===== src/rtl/los_pkg.sv =====
package los_pkg;

    localparam int CW = 5;
    localparam int MAX_RESULTS = 63;
    localparam int CNT_W = $clog2(MAX_RESULTS + 1);

    localparam int CMD_DEPTH = 2;
    localparam int CMD_PW = $clog2(CMD_DEPTH);
    localparam int RES_DEPTH = 2;
    localparam int RES_PW = $clog2(RES_DEPTH);

    localparam logic KIND_WRITE = 1'b0;
    localparam logic KIND_TRACE = 1'b1;

    typedef struct packed {
        logic                 is_trace;
        logic [CW-1:0]        x0;
        logic [CW-1:0]        y0;
        logic [CW-1:0]        x1;
        logic [CW-1:0]        y1;
        logic                 opq;
        logic signed [CW:0]   dx;
        logic signed [CW:0]   dy;
        logic                 sx_neg;
        logic                 sy_neg;
    } t_cmd;

    typedef struct packed {
        logic [CW-1:0] cell_x;
        logic [CW-1:0] cell_y;
        logic          blocked;
        logic          last;
    } t_res;

endpackage


===== src/rtl/line_of_sight_ray_walk.sv =====
// channel   | direction | handshake                  | payload
// ----------+-----------+----------------------------+-------------------------------------
// request   | in        | push / full                | kind pos_x pos_y end_x end_y opaque_bit
// result    | out       | empty / pop                | cell_x cell_y blocked last
//
// A map write is done in the walker when the request is taken. A trace is loaded, then walks
// one result cell per step; the map read lags the walker, so an opaque cell is found behind it.
// After reset the map is swept clear, one bit per cycle; requests
// queue meanwhile and are not started until the sweep ends.
// A two-entry request queue and a two-entry result queue let each side stall independently;
// a full result queue freezes the walk in place.
module line_of_sight_ray_walk #(
    parameter int MAP_SIDE = 32
) (
    input  logic       i_clk,
    input  logic       i_rst_n,
    input  logic       push,
    output logic       full,
    input  logic       i_kind,
    input  logic [4:0] i_pos_x,
    input  logic [4:0] i_pos_y,
    input  logic [4:0] i_end_x,
    input  logic [4:0] i_end_y,
    input  logic       i_opaque_bit,
    output logic       empty,
    input  logic       pop,
    output logic [4:0] o_cell_x,
    output logic [4:0] o_cell_y,
    output logic       o_blocked,
    output logic       o_last
);
    import los_pkg::*;

    logic w_cmd_valid, w_take, w_oq_full, w_oq_push;
    t_cmd w_cmd;
    t_res w_res;

    los_front u_front (
        .i_clk        (i_clk),
        .i_rst_n      (i_rst_n),
        .i_push       (push),
        .o_full       (full),
        .i_kind       (i_kind),
        .i_pos_x      (i_pos_x),
        .i_pos_y      (i_pos_y),
        .i_end_x      (i_end_x),
        .i_end_y      (i_end_y),
        .i_opaque_bit (i_opaque_bit),
        .o_cmd_valid  (w_cmd_valid),
        .o_cmd        (w_cmd),
        .i_take       (w_take)
    );

    los_walk #(
        .MAP_SIDE (MAP_SIDE)
    ) u_walk (
        .i_clk       (i_clk),
        .i_rst_n     (i_rst_n),
        .i_cmd_valid (w_cmd_valid),
        .i_cmd       (w_cmd),
        .o_take      (w_take),
        .i_oq_full   (w_oq_full),
        .o_oq_push   (w_oq_push),
        .o_res       (w_res)
    );

    los_outq u_outq (
        .i_clk     (i_clk),
        .i_rst_n   (i_rst_n),
        .i_push    (w_oq_push),
        .i_res     (w_res),
        .o_full    (w_oq_full),
        .i_pop     (pop),
        .o_empty   (empty),
        .o_cell_x  (o_cell_x),
        .o_cell_y  (o_cell_y),
        .o_blocked (o_blocked),
        .o_last    (o_last)
    );

endmodule


===== src/rtl/los_front.sv =====
module los_front (
    input  logic          i_clk,
    input  logic          i_rst_n,
    input  logic          i_push,
    output logic          o_full,
    input  logic          i_kind,
    input  logic [4:0]    i_pos_x,
    input  logic [4:0]    i_pos_y,
    input  logic [4:0]    i_end_x,
    input  logic [4:0]    i_end_y,
    input  logic          i_opaque_bit,
    output logic          o_cmd_valid,
    output los_pkg::t_cmd o_cmd,
    input  logic          i_take
);
    import los_pkg::*;

    t_cmd              r_q [CMD_DEPTH];
    logic [CMD_PW-1:0] r_wp, n_wp;
    logic [CMD_PW-1:0] r_rp, n_rp;
    logic [CMD_PW:0]   r_cnt, n_cnt;
    t_cmd              w_cmd;
    logic              w_wr;
    logic              w_rd;

    // classify and precompute walk deltas on entry
    always_comb begin
        w_cmd.is_trace = (i_kind == KIND_TRACE);
        w_cmd.x0       = i_pos_x;
        w_cmd.y0       = i_pos_y;
        w_cmd.x1       = i_end_x;
        w_cmd.y1       = i_end_y;
        w_cmd.opq      = i_opaque_bit;
        w_cmd.dx       = $signed({1'b0, i_end_x}) - $signed({1'b0, i_pos_x});
        w_cmd.dy       = $signed({1'b0, i_end_y}) - $signed({1'b0, i_pos_y});
        w_cmd.sx_neg   = !(i_pos_x < i_end_x);
        w_cmd.sy_neg   = !(i_pos_y < i_end_y);
    end

    assign o_full      = (r_cnt == (CMD_PW+1)'(CMD_DEPTH));
    assign o_cmd_valid = (r_cnt != '0);
    assign o_cmd       = r_q[r_rp];
    assign w_wr        = i_push && !o_full;
    assign w_rd        = i_take && o_cmd_valid;

    always_comb begin
        n_wp  = w_wr ? r_wp + 1'b1 : r_wp;
        n_rp  = w_rd ? r_rp + 1'b1 : r_rp;
        n_cnt = r_cnt;
        if (w_wr && !w_rd) begin
            n_cnt = r_cnt + 1'b1;
        end else if (!w_wr && w_rd) begin
            n_cnt = r_cnt - 1'b1;
        end
    end

    always_ff @(posedge i_clk) begin
        if (!i_rst_n) begin
            r_wp  <= '0;
            r_rp  <= '0;
            r_cnt <= '0;
        end else begin
            r_wp  <= n_wp;
            r_rp  <= n_rp;
            r_cnt <= n_cnt;
        end
    end

    always_ff @(posedge i_clk) begin
        if (w_wr) begin
            r_q[r_wp] <= w_cmd;
        end
    end

endmodule


===== src/rtl/los_walk.sv =====
module los_walk #(
    parameter int MAP_SIDE = 32
) (
    input  logic          i_clk,
    input  logic          i_rst_n,
    input  logic          i_cmd_valid,
    input  los_pkg::t_cmd i_cmd,
    output logic          o_take,
    input  logic          i_oq_full,
    output logic          o_oq_push,
    output los_pkg::t_res o_res
);
    import los_pkg::*;

    localparam int DEPTH = MAP_SIDE * MAP_SIDE;
    localparam int AW = $clog2(DEPTH);
    localparam int EW = 12;

    localparam logic [1:0] ST_CLR  = 2'd0;
    localparam logic [1:0] ST_IDLE = 2'd1;
    localparam logic [1:0] ST_WALK = 2'd2;

    logic           r_map [DEPTH];
    logic [1:0]     r_state, n_state;
    logic [AW-1:0]  r_clr, n_clr;

    // walker cell
    logic [CW-1:0]       r_x, n_x, r_y, n_y, r_x1, n_x1, r_y1, n_y1;
    logic signed [CW:0]  r_dx, n_dx, r_dy, n_dy;
    logic                r_sxn, n_sxn, r_syn, n_syn;
    logic signed [EW-1:0] r_e, n_e;
    logic [10:0]         r_d2, n_d2;
    logic [CNT_W-1:0]    r_cnt, n_cnt;

    // lookup stage, aligned with the map read data
    logic           r_pv, n_pv;
    logic [CW-1:0]  r_px, n_px, r_py, n_py;
    logic           r_pend, n_pend;
    logic           r_pin, n_pin;
    logic           r_rd;

    logic            w_adv, w_abort, w_at_end, w_in_map, w_blk;
    logic            w_step_x, w_step_y;
    logic signed [EW-1:0] w_dyt, w_dxt, w_e1, w_e2, w_ed;
    logic signed [23:0]   w_sq1, w_sq2;
    logic signed [11:0]   w_dx2, w_dy2;
    logic            w_we, w_wbit, w_win;
    logic [AW-1:0]   w_waddr, w_raddr;

    assign w_adv    = !r_pv || !i_oq_full;
    assign o_take   = (r_state == ST_IDLE) && i_cmd_valid;
    assign w_at_end = ((r_x == r_x1) && (r_y == r_y1)) ||
                      (r_cnt == CNT_W'(MAX_RESULTS - 1));
    assign w_in_map = ({1'b0, r_x} < (CW+1)'(MAP_SIDE)) &&
                      ({1'b0, r_y} < (CW+1)'(MAP_SIDE));
    assign w_raddr  = AW'(int'(r_y) * MAP_SIDE + int'(r_x));

    assign w_blk     = !r_pend && r_pin && r_rd;
    assign o_oq_push = r_pv && !i_oq_full;
    assign w_abort   = o_oq_push && w_blk;
    always_comb begin
        o_res.cell_x  = r_px;
        o_res.cell_y  = r_py;
        o_res.blocked = w_blk;
        o_res.last    = r_pend || w_blk;
    end

    // e tracks dy*(x-x0) - dx*(y-y0) at the current cell
    assign w_dyt = r_sxn ? -EW'(r_dy) : EW'(r_dy);
    assign w_dxt = r_syn ? EW'(r_dx) : -EW'(r_dx);
    assign w_e1  = r_e + w_dyt;
    assign w_e2  = r_e + w_dxt;
    assign w_ed  = w_e1 + w_dxt;
    assign w_sq1 = 24'(w_e1) * 24'(w_e1);
    assign w_sq2 = 24'(w_e2) * 24'(w_e2);
    assign w_step_x = ({w_sq1, 2'b00} < 26'(r_d2));
    assign w_step_y = !w_step_x && ({w_sq2, 2'b00} < 26'(r_d2));

    assign w_dx2 = 12'(i_cmd.dx) * 12'(i_cmd.dx);
    assign w_dy2 = 12'(i_cmd.dy) * 12'(i_cmd.dy);

    assign w_win   = ({1'b0, i_cmd.x0} < (CW+1)'(MAP_SIDE)) &&
                     ({1'b0, i_cmd.y0} < (CW+1)'(MAP_SIDE));
    assign w_we    = (r_state == ST_CLR) || (o_take && !i_cmd.is_trace && w_win);
    assign w_wbit  = (r_state == ST_CLR) ? 1'b0 : i_cmd.opq;
    assign w_waddr = (r_state == ST_CLR) ? r_clr :
                     AW'(int'(i_cmd.y0) * MAP_SIDE + int'(i_cmd.x0));

    always_comb begin
        n_state = r_state;
        n_clr   = r_clr;
        n_x = r_x; n_y = r_y; n_x1 = r_x1; n_y1 = r_y1;
        n_dx = r_dx; n_dy = r_dy; n_sxn = r_sxn; n_syn = r_syn;
        n_e = r_e; n_d2 = r_d2; n_cnt = r_cnt;
        n_pv = r_pv; n_px = r_px; n_py = r_py; n_pend = r_pend; n_pin = r_pin;

        if (w_adv) begin
            n_pv   = (r_state == ST_WALK) && !w_abort;
            n_px   = w_at_end ? r_x1 : r_x;
            n_py   = w_at_end ? r_y1 : r_y;
            n_pend = w_at_end;
            n_pin  = w_in_map;
        end

        unique case (r_state)
            ST_CLR: begin
                n_clr = r_clr + 1'b1;
                if (r_clr == AW'(DEPTH - 1)) begin
                    n_state = ST_IDLE;
                end
            end
            ST_IDLE: begin
                if (o_take && i_cmd.is_trace) begin
                    n_state = ST_WALK;
                    n_x   = i_cmd.x0;
                    n_y   = i_cmd.y0;
                    n_x1  = i_cmd.x1;
                    n_y1  = i_cmd.y1;
                    n_dx  = i_cmd.dx;
                    n_dy  = i_cmd.dy;
                    n_sxn = i_cmd.sx_neg;
                    n_syn = i_cmd.sy_neg;
                    n_e   = '0;
                    n_cnt = '0;
                    n_d2  = 11'(w_dx2 + w_dy2);
                end
            end
            ST_WALK: begin
                if (w_adv) begin
                    if (w_abort || w_at_end) begin
                        n_state = ST_IDLE;
                    end else begin
                        n_cnt = r_cnt + 1'b1;
                        if (!w_step_y) begin
                            n_x = r_sxn ? r_x - 1'b1 : r_x + 1'b1;
                        end
                        if (!w_step_x) begin
                            n_y = r_syn ? r_y - 1'b1 : r_y + 1'b1;
                        end
                        n_e = w_step_x ? w_e1 : (w_step_y ? w_e2 : w_ed);
                    end
                end
            end
            default: begin
                n_state = ST_IDLE;
            end
        endcase
    end

    always_ff @(posedge i_clk) begin
        if (!i_rst_n) begin
            r_state <= ST_CLR;
            r_clr   <= '0;
            r_pv    <= 1'b0;
        end else begin
            r_state <= n_state;
            r_clr   <= n_clr;
            r_pv    <= n_pv;
        end
    end

    always_ff @(posedge i_clk) begin
        r_x <= n_x; r_y <= n_y; r_x1 <= n_x1; r_y1 <= n_y1;
        r_dx <= n_dx; r_dy <= n_dy; r_sxn <= n_sxn; r_syn <= n_syn;
        r_e <= n_e; r_d2 <= n_d2; r_cnt <= n_cnt;
        r_px <= n_px; r_py <= n_py; r_pend <= n_pend; r_pin <= n_pin;
    end

    always_ff @(posedge i_clk) begin
        if (w_we) begin
            r_map[w_waddr] <= w_wbit;
        end
    end

    // read held while the lookup stage stalls
    always_ff @(posedge i_clk) begin
        if (w_adv) begin
            r_rd <= r_map[w_raddr];
        end
    end

    a_abort_flush: assert property (@(posedge i_clk) disable iff (!i_rst_n)
        w_abort |=> !r_pv)
        else $error("lookup stage not flushed after blocked cell");

    a_take_clean: assert property (@(posedge i_clk) disable iff (!i_rst_n)
        o_take |-> (!r_pv || r_pend))
        else $error("new request taken behind a testable cell");

    a_stall_hold: assert property (@(posedge i_clk) disable iff (!i_rst_n)
        (r_pv && !w_adv) |=> ($stable(r_rd) && $stable(r_px) && $stable(r_py)))
        else $error("lookup stage changed while stalled");

    a_step_moves: assert property (@(posedge i_clk) disable iff (!i_rst_n)
        (r_state == ST_WALK && w_adv && !w_abort && !w_at_end) |=>
        (r_x != $past(r_x) || r_y != $past(r_y)))
        else $error("walk step did not move");

endmodule


===== src/rtl/los_outq.sv =====
module los_outq (
    input  logic          i_clk,
    input  logic          i_rst_n,
    input  logic          i_push,
    input  los_pkg::t_res i_res,
    output logic          o_full,
    input  logic          i_pop,
    output logic          o_empty,
    output logic [4:0]    o_cell_x,
    output logic [4:0]    o_cell_y,
    output logic          o_blocked,
    output logic          o_last
);
    import los_pkg::*;

    t_res              r_q [RES_DEPTH];
    logic [RES_PW-1:0] r_wp, r_rp;
    logic [RES_PW:0]   r_cnt, n_cnt;
    logic              w_wr, w_rd;
    t_res              w_head;

    assign o_full  = (r_cnt == (RES_PW+1)'(RES_DEPTH));
    assign o_empty = (r_cnt == '0);
    assign w_wr    = i_push && !o_full;
    assign w_rd    = i_pop && !o_empty;
    assign w_head  = r_q[r_rp];

    assign o_cell_x  = w_head.cell_x;
    assign o_cell_y  = w_head.cell_y;
    assign o_blocked = w_head.blocked;
    assign o_last    = w_head.last;

    always_comb begin
        n_cnt = r_cnt;
        if (w_wr && !w_rd) begin
            n_cnt = r_cnt + 1'b1;
        end else if (!w_wr && w_rd) begin
            n_cnt = r_cnt - 1'b1;
        end
    end

    always_ff @(posedge i_clk) begin
        if (!i_rst_n) begin
            r_wp  <= '0;
            r_rp  <= '0;
            r_cnt <= '0;
        end else begin
            if (w_wr) begin
                r_wp <= r_wp + 1'b1;
            end
            if (w_rd) begin
                r_rp <= r_rp + 1'b1;
            end
            r_cnt <= n_cnt;
        end
    end

    always_ff @(posedge i_clk) begin
        if (w_wr) begin
            r_q[r_wp] <= i_res;
        end
    end

endmodule


===== config.mk =====
export PLATFORM = sky130hd
export DESIGN_NAME = line_of_sight_ray_walk
export DESIGN_NICKNAME = d
export VERILOG_FILES = /design/src/rtl/los_pkg.sv /design/src/rtl/line_of_sight_ray_walk.sv /design/src/rtl/los_front.sv /design/src/rtl/los_walk.sv /design/src/rtl/los_outq.sv
export SDC_FILE = /design/constraint.sdc
export NUM_CORES = 2
export LEC_CHECK = 0
export ABC_AREA = 0
export BUFFER_PORTS_ARGS = -buffer_cell sky130_fd_sc_hd__buf_2
export CAP_MARGIN = 20
export CORE_MARGIN = 1.5
export CORE_UTILIZATION = 35
export CTS_BUF_LIST = sky130_fd_sc_hd__clkbuf_4 sky130_fd_sc_hd__clkbuf_8
export DETAILED_ROUTE_END_ITERATION = 7
export GPL_ROUTABILITY_DRIVEN = 0
export HOLD_SLACK_MARGIN = 0.05
export SYNTH_ARGS = -nofsm -noshare
export SYNTH_HDL_FRONTEND = slang
export SYNTH_SLANG_ARGS = --single-unit

===== constraint.sdc =====
create_clock -name i_clk -period 35.6 [get_ports i_clk]
set_input_delay 1.78 -clock i_clk [delete_from_list [all_inputs] [get_ports i_clk]]
set_output_delay 1.78 -clock i_clk [all_outputs]
set_load 0.05 [all_outputs]

======== Yosys cells after proc, flatten, opt, wreduce, memory -nomap -nowiden ========
Memory sizes are Yosys's and may differ from the RTL's. A register that Yosys moved wholly into a read port is not among the register bits.
Cells that the tools add are included.
word-level totals
  memories kept ........................... 3
  bits in writable memories ............... 1120
  memory bits (read-only) ................. 0
  input bits .............................. 26
  output and inout bits ................... 14
  register bits after elaboration ......... 95
  bits in latches ......................... 0
  word-level logic and storage cells ...... 167
memory list
  name          depth  width  rd ports  clocked after Yosys merged registers in  write ports  line             source
  u_walk.r_map  1024   1      1         1                                        1            los_walk.sv:23   logic r_map [DEPTH];
  u_front.r_q   2      36     1         1                                        1            los_front.sv:18  t_cmd r_q [CMD_DEPTH];
  u_outq.r_q    2      12     1         1                                        1            los_outq.sv:16   t_res r_q [RES_DEPTH];
operators by class
  bitwise operators ....................... 0
  order comparisons ....................... 4
  divide/modulo/power cells ............... 0
  equality and inequality tests ........... 15
  shift-type cells ........................ 0
  reductions and logical operators ........ 47
  add/subtract/negate cells ............... 24
  muxes and demuxes ....................... 47
  $mul .................................... 4
operators by type and width
  cell                                                             number
  12-bit two-way mux                                               7
  5-bit two-way mux                                                12
  26-bit by 11-bit < comparator with 1-bit output                  2
  12-bit by 12-bit multiplier with 24-bit output                   2
  12-bit adder                                                     3
  6-bit negator with 12-bit output                                 2
  12-bit case mux with 2 select lines                              1
  6-bit by 6-bit multiplier with 11-bit output                     2
  10-bit by 5-bit adder with 10-bit output                         2
  5-bit case mux with 2 select lines                               2
  6-bit two-way mux                                                3
  1-bit logical AND                                                17
  2-bit two-way mux                                                8
  1-bit logical NOT                                                14
  2-bit != test, second input constant                             6
  6-bit case mux with 2 select lines                               1
  5-bit by 5-bit subtractor with 6-bit output                      2
  11-bit adder                                                     1
  1-bit two-way mux                                                11
  10-bit by 1-bit adder with 10-bit output, second input constant  1
  5-bit by 1-bit adder with 5-bit output, second input constant    2
  10-bit equality test, second input constant                      1
  5-bit equality test                                              2
  5-bit < comparator                                               2
  other kinds (17)                                                 35

======== Depth between registers and ports, before layout ========
  depth in word-level cells ............... 12
  mapped depth ............................ 38

======== By module ========
From an unflattened synthesis, not the netlist that was laid out.
unflattened totals
  cell total of the unflattened synthesis .. 4995
  area, all modules ....................... 66364.9 µm²
modules (own cells, without submodules)
  module     area an instance (µm²)  times used  cells each  sequential area each (µm²)
  los_walk   62013.2                 1           4735        33261.9
  los_front  3256.9                  1           198         2262.2
  los_outq   1094.8                  1           62          820.8

======== Worst setup path after synthesis ========
Ideal clock, no wire load.
  path kind ............................... register to register
  from .................................... register with a tool-made name
  to ...................................... memory u_walk.r_map[0], data pin
  buffers on the path ..................... 4
  arrival ................................. 25.585 ns
  required time ........................... 30.648 ns
  path slack .............................. 5.063 ns
  setup time .............................. 4.952 ns
  cell stages (with the launch flop) ...... 7
  cells stage by stage .................... dfxtp_1 clkbuf_1 clkbuf_1 buf_1 buf_1 mux2i_1 nor2_1
RTL lines
  item              line
  end: declaration  los_walk.sv:23

======== Worst setup path in the final report ========
  from .................................... register u_walk.r_syn
  to ...................................... register u_walk.r_e[10], data pin
on the way
  word-level cells in the longest chain between the ends .. 10
ends and longest elaborated chain
  item                                             line             source
  start: declaration                               los_walk.sv:30   logic r_sxn, n_sxn, r_syn, n_syn;
  start signal: assignment                         los_walk.sv:164  r_dx <= n_dx; r_dy <= n_dy; r_sxn <= n_sxn; r_syn <= n_syn;
  12-bit two-way mux *                             los_walk.sv:70   assign w_dxt = r_syn ? EW'(r_dx) : -EW'(r_dx);
  12-bit adder                                     los_walk.sv:72   assign w_e2 = r_e + w_dxt;
  12-bit by 12-bit multiplier with 24-bit output   los_walk.sv:75   assign w_sq2 = 24'(w_e2) * 24'(w_e2);
  26-bit by 11-bit < comparator with 1-bit output  los_walk.sv:77   assign w_step_y = !w_step_x && ({w_sq2, 2'b00} < 26'(r_d2));
  1-bit logical AND                                los_walk.sv:77
  12-bit two-way mux * (2 in a row)                los_walk.sv:140  n_e = w_step_x ? w_e1 : (w_step_y ? w_e2 : w_ed);
  12-bit two-way mux *                             los_walk.sv:130  if (w_abort || w_at_end) begin
  12-bit two-way mux *                             los_walk.sv:129  if (w_adv) begin
  12-bit case mux with 2 select lines *            los_walk.sv:105  unique case (r_state)
  end signal: assignment                           los_walk.sv:165  r_e <= n_e; r_d2 <= n_d2; r_cnt <= n_cnt;
  end: declaration                                 los_walk.sv:31   logic signed [EW-1:0] r_e, n_e;
Mark *: on every way between the ends. The rest lies on a longest branch, timed or not. The select of a mux whose other input is x is not followed.
A chain may end at the register's enable or synchronous reset.

==> metrics.yaml <==
synth:
  synth_area_sq_um: 66140
  synth_cell_type_count: 71
  synthesis.yosys.warnings: 0
  synth_edf_count: 1195
  synth-main-ff-cell: "edfxtp_1"
  syn_avg_cell_area_sq_um: 13.24
  ys_seq_elements: 1218
  syn-instance-count: 4996
  synth_sequential_area_ratio: 0.5495
  syn-num-nets: 5530
  share_of_synthesized_flip_flops_with_an_asynchronous_set_or_reset: 0
route:
  final_antenna_net_count: 0
  routedWlPerCell_um: 21.18
  detailedRoute.firstIterationViolations: 3555
  drt-vias-per-instance: 5.150
  total_via_count_in_the_routed_design: 39640
  drt_pre_antenna_iters: 8
  wl_um: 163000
  drc: 2
critical_path:
  timing.critical_path.arrival_ns: 11.32
  worstPathBufferInverterCount: 6
  r2r_start: "u_walk.r_syn"
  critical_path.top_delay_family: "adder cells"
  timing.critical_path.slowest_stage_cell: "or4_1"
  crit_type: "register to register"
  cp_max_fo: 16
  reg_to_reg_critical_path_endpoint: "u_walk.r_e[10]"
  worstPathRequired_ns: 36.25
  critical_path.max_stage_delay_ns: 0.89
  timing.reg2reg.worst_path_depth: 31
  worstSetupStartpointType: "register"
  timing.reg2reg.setup_slack_ns: 24.93
  cp-end-kind: "register"
  worst_path_most_repeated_cell: "inv_1"
floorplanning:
  initial_cell_density_of_the_core: 0.3522
  die_area_sq_um: 191600
  num_io_pins: 40
  die_width_um: 437.7
  placement_rows: 159
  fp.dieH_um: 437.7
  core-area_sq_um: 187800
run:
  cap_viol_max_count: 0
grt:
  grt_pass1_wl_um: 248500
  initial_antenna_violation_count: 4
  largest_net_degree_at_the_start_of_global_routing: 137
  grtUsageTotal: 0.1700
  first_global_vias: 41000
  grt_overflow_total: 0
status:
  outcome: "finished with violations"
  failed_checks: "DRC"
timing:
  number_of_endpoints_failing_setup_at_the_final_stage: 0
  period_minus_slack_ns: 10.67
  max_clock_freq_mhz: 93.71
  min_period_over_period: 0.2997
  finalHoldViolCount: 0
  tightest_slew_margin_relative_to_the_limit: 0.2360
  rsz_0062_raised_after_global_routing: "no"
  max_slew.worst_pin.slew_ns: 1.142
  maxSlewViolCount: 0
  skew_ns: 0.05595
  setup_tns_ns: 0
clock_network:
  tritoncts_num_sinks: 1218
  clk_latency_ns: 0.89
  clock_tree.root_cell: "clkbuf_8"
  tritoncts.num_buffers: 202
  cts_setup_buffers: 0
  h-tree-depth: 4
  cts_tree: "built"
  clock_path_buffers: 3
  cts_hold_buffers: 0
  cts.clk_slew.worst_paths_ns: 0.06
  cts_repair_resize_count: 0
cells_and_area:
  layout.filler_cells: 17700
  layout.cells.most_common: "nor2_1"
  final_layout_size_suffix_gt1_frac: 0.1731
  nets: 5571
  final-seq-area_sq_um: 36350
  layout-area-overhead-vs-synth_pct: 11.37
  final_cell_area_sq_um: 73660
  most-common-layout-cells: "1,201 x nor2_1, 1,195 x edfxtp_1, 469 x inv_1"
  multiInputGateArea_sq_um: 26860
power_and_ir_drop:
  standby_leakage_power_nw: 25.69
  combPwrFrac: 0.156
  switching_share: 0.2563
  peakVddDrop_v: 0.00007252
  pwr-share-clk: 0.369
  cellPowerDensity_nw_per_um2: 45.81
  net-switching-power_w: 0.0008649
  cell_internal_pwr_w: 0.002510
  sequential_power_share: 0.475
place:
  placement.io_buffers: 39
  dpl-instance-area_sq_um: 68950
  hpwl_after_detailed_placement_um: 97810
hold_path:
  hold_path_class: "register to register"
  min_path_cells: 0
  timing.hold.worst_endpoint: "u_outq.r_q[1][7]"
  min-delay-start: "u_walk.r_px[0]"
stage by stage:
stage | utilization | power [W] | std cells | worst slack, ns | hold WS [ns]
after global placement | 0.3671 | 0.002156 | 7298 | 25.27 | 0.4306
after global routing | 0.3922 | 0.003539 | 7698 | 24.33 | 0.4487
after CTS | 0.3889 | 0.003415 | 7667 | 25.03 | 0.4413
after floorplan | - | 0.002042 | 4996 | 5.063 | 0.4215
after detailed placement | 0.3671 | 0.002168 | 7300 | 25.05 | 0.4338
final | 0.3922 | 0.003375 | 7698 | 24.93 | 0.4396
state kept, by name, summed over array words and instances, names as in the netlist, 5 cells and up, named ones only:
signal / cells
u_walk.r_map: 1024
u_front.r_q: 72
u_outq.r_q: 24
u_walk.r_e: 12
u_walk.r_d2: 11
u_walk.r_clr: 10
u_walk.r_cnt: 6
u_walk.r_dx: 6
u_walk.r_dy: 6
u_walk.r_px: 5
u_walk.r_py: 5
u_walk.r_x1: 5
u_walk.r_x: 5
u_walk.r_y1: 5
u_walk.r_y: 5
power groups by stage:
stage / Combinational [W] / Sequential [W] / Clock [W]
floorplan: 0.000410 / 0.00163 / 0
global route: 0.000606 / 0.00160 / 0.00133
finish: 0.000527 / 0.00160 / 0.00124
detailed placement: 0.000535 / 0.00163 / 0
CTS: 0.000536 / 0.00160 / 0.00128
global placement: 0.000523 / 0.00163 / 0
cells in the mapped netlist, drive strengths merged (3+ instances only):
master | n | area [sq um]
a211oi | 11 | 82.58
a21boi | 11 | 82.58
a21o | 29 | 217.7
a21oi | 82 | 410.4
a221oi | 9 | 78.83
a22o | 4 | 35.03
a31oi | 4 | 25.02
and2 | 27 | 168.9
and3 | 18 | 112.6
buf | 122 | 569.3
clkbuf | 189 | 709.4
clkinv | 9 | 33.78
dfxtp | 23 | 460.4
edfxtp | 1195 | 35880
fa | 303 | 6066
ha | 205 | 2565
inv | 469 | 1760
mux2 | 37 | 416.7
mux2i | 43 | 430.4
mux4 | 337 | 7590
nand2 | 229 | 859.6
nand2b | 21 | 131.4
nand3 | 37 | 185.2
nand3b | 3 | 22.52
nand4 | 9 | 56.30
nor2 | 1204 | 4519
nor2b | 19 | 118.9
nor3 | 28 | 140.1
nor3b | 11 | 82.58
nor4 | 10 | 62.56
nor4b | 3 | 26.28
o2111ai | 8 | 70.07
o211ai | 10 | 75.07
o21a | 11 | 82.58
o21ai | 68 | 340.3
o21bai | 7 | 52.55
o31a | 4 | 35.03
o31ai | 8 | 60.06
or2 | 11 | 68.82
or3 | 13 | 81.33
or4 | 3 | 22.52
xnor2 | 80 | 700.7
xor2 | 39 | 341.6
logic make-up after synthesis:
logic type,Yosys count,share of synthesized area
adders and majority gates,508,0.1305
buffers and inverters,789,0.04646
xor gates and xnor gates,120,0.01610
muxes,417,0.1276
and+or+nand+nor,1652,0.1015
AOI/OAI and AO/OA,292,0.02845
DFF,1218,0.5495
how the worst max path moves through the flow:
stage | endpoint | slack [ns] | depth (start not counted) | start
6_report | u_walk.r_e[10] | 24.93 | 31 | u_walk.r_syn
4_1_cts | u_walk.r_e[10] | 25.03 | 31 | u_walk.r_syn
2_1_floorplan | u_walk.r_map[0] | 5.06 | 6 | register
5_1_grt | u_walk.r_e[10] | 24.33 | 31 | u_walk.r_syn
3_5_place_dp | u_walk.r_e[10] | 25.05 | 31 | u_walk.r_syn
3_3_place_gp | u_walk.r_e[10] | 25.27 | 31 | u_walk.r_syn
final cells by class:
type | count | area share
flip-flops and latches | 1218 | 0.4934
multi-input cells | 2989 | 0.3646
clock buffers | 295 | 0.04764
well taps | 2495 | 0.04238
inverters | 478 | 0.02436
repair buffers | 148 | 0.01982
clock inverters | 72 | 0.007694
diodes | 3 | 0.0001019
routing by layer:
layer	global-route usage	vias to the layer above	wire (um)
met3	0.02540	228	9159
met2	0.2968	1173	83840
met1	0.2177	20630	66820
met5	0	-	0
li1	-	17610	-
met4	0.05164	0	3194
(Power assumes the default switching activity.)
